[config.mk]
export PLATFORM = sky130hd
export DESIGN_NAME = apc_sdiv
export DESIGN_NICKNAME = d
export VERILOG_FILES = /design/src/rtl/assert_macros.svh /design/src/rtl/apc_pkg.sv /design/src/rtl/apc_sdiv.sv
export SDC_FILE = /design/constraint.sdc
export NUM_CORES = 1
export LEC_CHECK = 0
export ABC_AREA = 0
export BUFFER_PORTS_ARGS = -buffer_cell sky130_fd_sc_hd__buf_2
export CAP_MARGIN = 15
export CORE_ASPECT_RATIO = 0.8
export CORE_MARGIN = 2
export CORE_UTILIZATION = 55
export DETAILED_ROUTE_END_ITERATION = 8
export PLACE_DENSITY = 0.8
export SLEW_MARGIN = 5
export SYNTH_ARGS = -nofsm -noshare
export SYNTH_HDL_FRONTEND = slang
export SYNTH_SLANG_ARGS = --single-unit
[constraint.sdc]
create_clock -name clk -period 4.01 [get_ports clk]
set_clock_uncertainty 0.05 [all_clocks]
set_input_delay 1.203 -clock clk [delete_from_list [all_inputs] [get_ports clk]]
set_output_delay 1.203 -clock clk [all_outputs]
set_load 0.05 [all_outputs]
[src/rtl/assert_macros.svh]
// ----------------------------------------------------------------------------
// assert_macros.svh
// concurrent assertion helpers, clocked on clk with active-low rst_n
// ----------------------------------------------------------------------------
`ifndef ASSERT_MACROS_SVH
`define ASSERT_MACROS_SVH

`ifndef SYNTHESIS
// same-cycle implication
`define APC_ASSERT_IMP(lbl, ante, cons) \
    lbl: assert property (@(posedge clk) disable iff (!rst_n) (ante) |-> (cons)) \
        else $error("assertion failed");
// next-cycle implication
`define APC_ASSERT_NXT(lbl, ante, cons) \
    lbl: assert property (@(posedge clk) disable iff (!rst_n) (ante) |=> (cons)) \
        else $error("assertion failed");
`else
`define APC_ASSERT_IMP(lbl, ante, cons)
`define APC_ASSERT_NXT(lbl, ante, cons)
`endif

`endif

[src/rtl/apc_pkg.sv]
// ----------------------------------------------------------------------------
// apc_pkg
// shared types, constants and elaboration-time tables of the phaser
// ----------------------------------------------------------------------------
package apc_pkg;

    localparam int DIV_DW = 48;
    localparam int DIV_VW = 32;
    localparam int DIV_CW = 6;

    localparam logic [1:0] REG_RATE  = 2'd0;
    localparam logic [1:0] REG_SWEEP = 2'd1;
    localparam logic [1:0] REG_REGEN = 2'd2;

    localparam logic [32:0] HALF_PI_Q30 = 33'd1686629713;
    localparam logic [30:0] Q30_ONE     = 31'h4000_0000;

    // taylor divisors (2k)(2k+1), entry 0 unused
    typedef logic [7:0] sdiv_tab_t [0:7];
    localparam sdiv_tab_t SINE_DIV = '{8'd1, 8'd6, 8'd20, 8'd42, 8'd72, 8'd110,
                                        8'd156, 8'd210};

    typedef struct packed {
        logic              start;
        logic [DIV_DW-1:0] dividend;
        logic [DIV_VW-1:0] divisor;
    } apc_div_req_t;

    typedef struct packed {
        logic              busy;
        logic              done;
        logic [DIV_DW-1:0] quotient;
    } apc_div_stat_t;

    typedef logic [17:0] span_tab_t [0:100];
    typedef logic [15:0] gain_tab_t [0:100];
    typedef logic [30:0] root_tab_t [0:16];

    function automatic logic [6:0] knob(input logic [6:0] v);
        return (v > 7'd100) ? 7'd100 : v;
    endfunction

    function automatic logic signed [23:0] sat24(input logic signed [51:0] v);
        if (v > 52'sd8388607)
            return 24'sh7FFFFF;
        else if (v < -52'sd8388608)
            return 24'sh800000;
        else
            return v[23:0];
    endfunction

    // floor of p / 2^16 + 1/2
    function automatic logic signed [51:0] rnd16(input logic signed [65:0] p);
        logic signed [65:0] t;
        t = (p + 66'sd32768) >>> 16;
        return t[51:0];
    endfunction

    // elaboration-only sine of a turn fraction, q30
    function automatic longint sin_q30_f(input logic [31:0] ph);
        longint unsigned r;
        longint unsigned x;
        longint unsigned x2;
        longint unsigned m;
        longint sum;
        r = longint'(ph[29:0]);
        if (ph[30])
            r = (64'd1 << 30) - r;
        x = (r * 64'd1686629713) >> 30;
        x2 = (x * x) >> 30;
        m = x;
        sum = longint'(x);
        // taylor terms up to x^15, signs alternate
        m = ((m * x2) >> 30) / 64'd6;
        sum = sum - longint'(m);
        m = ((m * x2) >> 30) / 64'd20;
        sum = sum + longint'(m);
        m = ((m * x2) >> 30) / 64'd42;
        sum = sum - longint'(m);
        m = ((m * x2) >> 30) / 64'd72;
        sum = sum + longint'(m);
        m = ((m * x2) >> 30) / 64'd110;
        sum = sum - longint'(m);
        m = ((m * x2) >> 30) / 64'd156;
        sum = sum + longint'(m);
        m = ((m * x2) >> 30) / 64'd210;
        sum = sum - longint'(m);
        if (sum < 0)
            sum = 0;
        if (sum > (64'sd1 <<< 30))
            sum = 64'sd1 <<< 30;
        return ph[31] ? -sum : sum;
    endfunction

    function automatic span_tab_t build_span();
        span_tab_t t;
        longint unsigned x;
        int unsigned ip;
        int unsigned fr;
        for (int i = 0; i <= 100; i++)
        begin
            x = (longint'(100 + 9 * i) << 30) / 100;
            ip = 0;
            fr = 0;
            for (int j = 0; j < 4; j++)
                if (x >= (64'd1 << 31))
                begin
                    x = x >> 1;
                    ip++;
                end
            for (int b = 15; b >= 0; b--)
            begin
                x = (x * x) >> 30;
                if (x >= (64'd1 << 31))
                begin
                    x = x >> 1;
                    fr = fr | (1 << b);
                end
            end
            t[i] = 18'((ip << 16) | fr);
        end
        return t;
    endfunction

    function automatic gain_tab_t build_gain();
        gain_tab_t t;
        for (int i = 0; i <= 100; i++)
            t[i] = 16'((i * 458752 + 500) / 1000);
        return t;
    endfunction

    function automatic root_tab_t build_root();
        root_tab_t t;
        longint unsigned prev;
        longint unsigned v;
        longint unsigned res;
        longint unsigned bitv;
        prev = 64'd1 << 31;
        t[0] = 31'h7FFF_FFFF;
        for (int k = 1; k <= 16; k++)
        begin
            v = prev << 30;
            res = 0;
            bitv = 64'd1 << 62;
            for (int j = 0; j < 32; j++)
            begin
                if (bitv > v)
                    bitv = bitv >> 2;
            end
            for (int j = 0; j < 32; j++)
            begin
                if (bitv != 0)
                begin
                    if (v >= res + bitv)
                    begin
                        v = v - (res + bitv);
                        res = (res >> 1) + bitv;
                    end
                    else
                        res = res >> 1;
                    bitv = bitv >> 2;
                end
            end
            t[k] = 31'(res);
            prev = res;
        end
        return t;
    endfunction

    localparam span_tab_t SPAN_TAB = build_span();
    localparam gain_tab_t GAIN_TAB = build_gain();
    localparam root_tab_t ROOT_TAB = build_root();

endpackage

[src/rtl/apc_sdiv.sv]
// ----------------------------------------------------------------------------
// apc_sdiv
// bit-serial restoring divider, one quotient bit per cycle
// ----------------------------------------------------------------------------
module apc_sdiv
(
    input  logic                   clk,
    input  logic                   rst_n,
    input  apc_pkg::apc_div_req_t  req,
    output apc_pkg::apc_div_stat_t stat
);
    import apc_pkg::*;

    logic [DIV_DW-1:0] quo_reg;
    logic [DIV_VW-1:0] rem_reg;
    logic [DIV_VW-1:0] dvs_reg;
    logic [DIV_CW-1:0] cnt_reg;
    logic              busy_reg;
    logic              done_reg;

    logic [DIV_VW:0]   trial;
    logic [DIV_VW:0]   diff;
    logic              ge;

    assign trial = {rem_reg, quo_reg[DIV_DW-1]};
    assign diff  = trial - {1'b0, dvs_reg};
    assign ge    = (trial >= {1'b0, dvs_reg});

    always_ff @(posedge clk or negedge rst_n)
    begin
        if (!rst_n)
        begin
            busy_reg <= 1'b0;
            done_reg <= 1'b0;
            cnt_reg  <= '0;
        end
        else
        begin
            done_reg <= 1'b0;
            if (req.start)
            begin
                busy_reg <= 1'b1;
                cnt_reg  <= '0;
            end
            else if (busy_reg)
            begin
                cnt_reg <= cnt_reg + 1'b1;
                if (cnt_reg == DIV_CW'(DIV_DW - 1))
                begin
                    busy_reg <= 1'b0;
                    done_reg <= 1'b1;
                end
            end
        end
    end

    always_ff @(posedge clk)
    begin
        if (req.start)
        begin
            quo_reg <= req.dividend;
            rem_reg <= '0;
            dvs_reg <= req.divisor;
        end
        else if (busy_reg)
        begin
            quo_reg <= {quo_reg[DIV_DW-2:0], ge};
            rem_reg <= ge ? diff[DIV_VW-1:0] : trial[DIV_VW-1:0];
        end
    end

    assign stat.busy     = busy_reg;
    assign stat.done     = done_reg;
    assign stat.quotient = quo_reg;

endmodule
==> impl_metrics.env <==
export IMPL_outcome="finished, final reports clean"
export IMPL_crit_type="flop to flop"
export IMPL_drtIter0Drc=368
export IMPL_root_buffer="clkbuf_16"
export IMPL_n_antenna_cell=0
export IMPL_synth_nets=685
export IMPL_rr_endpoint="rem_reg[30]$_SDFFE_PP0P_"
export IMPL_use_met3_pct=7.70
export IMPL_viasPerCell=5.70
export IMPL_vdd_ir_drop_max_mv=0.330
export IMPL_hpwl_mm=10.1
export IMPL_end_kind="flop"
export IMPL_synthesis_instances=568
export IMPL_fin_util_pct=68.3
export IMPL_antenna_found_initial=0
export IMPL_die_y_um=101
export IMPL_syn_area_um2=6460
export IMPL_gr_total_overflow=0
export IMPL_synth_flop_cell="edfxtp_1"
export IMPL_power_frac_comb_pct=22.4
export IMPL_met2_usage_pct=37.4
export IMPL_die_w_um=125
export IMPL_rows=35
export IMPL_synthMuxAreaShare_pct=12.0
export IMPL_fin_nets=824
export IMPL_hold_path_class="flop to flop"
export IMPL_powerDensity_nw_per_um2=497
export IMPL_start_util_pct=56.3
export IMPL_hold_end="rem_reg[22]$_SDFFE_PP0P_"
export IMPL_r2r_start="quo_reg[47]$_DFFE_PP_"
export IMPL_sw_frac_of_total_pct=31.8
export IMPL_synth_top_area_share_pct=37.2
export IMPL_placed_cells=836
export IMPL_synth_cell_types=64
export IMPL_grt_use_total_pct=23.4
export IMPL_drc=0
export IMPL_setup_viol=0
export IMPL_die_area_um2=12600
export IMPL_ys_ff_latch=120
export IMPL_post_cts_buffers=0
export IMPL_synth_compound_area_share_pct=14.3
export IMPL_seqPwrFrac_pct=38.9
export IMPL_cts_tree="built"
export IMPL_drtPass1Iterations=5
export IMPL_rsz0062_at_grt="false"
export IMPL_crit_arrival_ns=3.52
export IMPL_cts_path_max_buffers=2
export IMPL_largest_register_ffs=48
export IMPL_nFillCells=883
export IMPL_syn_to_final_growth_pct=21.4
export IMPL_seq_area_frac_synth_pct=50.2
export IMPL_cts_buffers=17
export IMPL_maxSlewViolCount=0
export IMPL_avgSynthCellArea_um2=11.4
export IMPL_fin_tns_setup_ns=0
export IMPL_cts_sinks=120
export IMPL_worst_pin_slew_ns=0.671
export IMPL_clkTransAtPathRegs_ns=0.06
export IMPL_postCtsHoldBufs=0
export IMPL_layout_drive_gt1_share_pct=32.1
export IMPL_use_met1_pct=29.9
export IMPL_p_int_mw=2.65
export IMPL_relSlewSlack_pct=55.1
export IMPL_rrSetupSlack_ns=0.74
export IMPL_clockPowerShare_pct=38.6
export IMPL_port_buffers=132
export IMPL_grt_pass1_wl_mm=23.6
export IMPL_cts_htree_levels=4
export IMPL_yosys_warnings=0
export IMPL_synth_area_leaders="edfxtp_1 (37%), dfxtp_1 (9.9%), mux2_2 (8.5%), ha_1 (6.4%), mux2i_1 (3.4%)"
export IMPL_routed_wl_mm=14.6
export IMPL_stdcell_count=868
export IMPL_synth_xor_area_share_pct=4.20
export IMPL_max_freq_ghz=0.306
export IMPL_ios=133
export IMPL_min_path_cells=2
export IMPL_p_switching_mw=1.24
export IMPL_clk_latency_ns=0.41
export IMPL_synth_area_leader_cell="edfxtp_1"
export IMPL_min_delay_start="rem_reg[22]$_SDFFE_PP0P_"
export IMPL_drv_cap=0
export IMPL_power_leakage_nw=3.46
export IMPL_final_common_cell="buf_2"
export IMPL_report_power_total_mw=3.89
export IMPL_gp_congestion=0.934
export IMPL_num_vias=4945
export IMPL_whs_ns=0.426
export IMPL_async_flop_share_pct=6.67
export IMPL_crit_path_start_kind="flop"
export IMPL_finalCriticalPeriod_ns=3.27
export IMPL_fin_crit_sh_pct=81.6
export IMPL_required_ns=4.26
export IMPL_synth_edf_count=80
export IMPL_cts_resized=0
export IMPL_grt_max_degree=50
export IMPL_grt_busiest_layer="met2"
export IMPL_synth_fa_ha_area_share_pct=6.70
export IMPL_core_area_um2=11500
export IMPL_yosys_area_share_simple_pct=8.64
export IMPL_grt_pass1_vias=4962
export IMPL_routedWlPerCell_um=16.8
export IMPL_hold_viol_final=0
export IMPL_layout_common_cells="buf_2 (131), edfxtp_1 (80), mux2_2 (49), nor2_1 (48), inv_1 (39)"
export IMPL_antenna_left=0
export IMPL_rr_worst_depth=12
export IMPL_synth_top_family_by_area="compound AO/OA/AOI/OAI gates"
export IMPL_crit_fanout=4
==> metrics by stage <==
stage,instance area (um2),worst slack [ns]
floorplan,6460,0.808
global placement,7260,0.963
detailed placement,7260,0.884
CTS,7840,0.773
global route,7840,0.603
finish,7840,0.738
==> Yosys cell counts (all sizes together) (4+ instances only) <==
cell type and n:
edfxtp 80, mux2 49, nor2 48, inv 40, ha 33, dfxtp 32
nand2 31, a21oi 27, o21ai 25, mux2i 22, a211oi 16, xnor2 16
a21o 15, xor2 15, buf 10, o21a 10, clkbuf 9, dfrtp 8
nand3 7, and3 5, nand2b 5, nand4 5, a32oi 4, and2 4
nor3 4
==> worst max-delay path, cell delays in order, from the launching register on <==
cell,delay (ns)
edfxtp_1,0.42
inv_1,0.11
ha_1,0.20
fa_1,0.23
nor2b_1,0.08
o31a_1,0.29
o32a_1,0.42
a211oi_1,0.37
a21oi_1,0.15
or2_1,0.28
a311oi_1,0.31
xor2_1,0.17
o21ai_1,0.08
==> kinds of logic (layout without fill, tap and decap cells) <==
kind of cell	Yosys count	count (layout)
AOI/OAI and AO/OA	131	131
and+or+nand+nor	121	121
DFF	120	120
muxes	71	71
buffers and inverters	60	212
adders and majority gates	34	34
xor gates and xnor gates	31	31
==> worst max-delay path by stage <==
stage                               start                       end  cells after the start
floorplan           quo_reg[47]$_DFFE_PP_  rem_reg[16]$_SDFFE_PP0P_                     13
global placement     dvs_reg[1]$_DFFE_PP_  rem_reg[15]$_SDFFE_PP0P_                     12
detailed placement   dvs_reg[1]$_DFFE_PP_   rem_reg[7]$_SDFFE_PP0P_                     12
CTS                 quo_reg[47]$_DFFE_PP_  rem_reg[13]$_SDFFE_PP0P_                     12
global route         dvs_reg[3]$_DFFE_PP_  rem_reg[13]$_SDFFE_PP0P_                     12
finish              quo_reg[47]$_DFFE_PP_  rem_reg[30]$_SDFFE_PP0P_                     12
==> per-layer routing <==
layer	wire length, um	up-vias
li1	-	2374
met1	6290	2369
met2	6970	174
met3	1050	28
met4	250	0
met5	0	-
==> power by group through the flow <==
stage | Clock [mW] | Sequential (mW) | Combinational (mW)
floorplan | 0 | 1.71 | 0.486
global placement | 0 | 1.53 | 0.842
detailed placement | 0 | 1.54 | 0.859
CTS | 1.53 | 1.52 | 0.867
global route | 1.58 | 1.53 | 0.945
finish | 1.50 | 1.52 | 0.873
==> cell type report <==
cell class	count	area (um2)	area share, %
clock buffers	17	425	5.43
multi-input cells	388	2960	37.7
well taps	148	185	2.36
flip-flops and latches	120	3240	41.4
inverters	41	154	1.96
clock inverters	15	158	2.01
repair buffers	139	716	9.13
No activity file was read; power rests on OpenSTA's default activity.
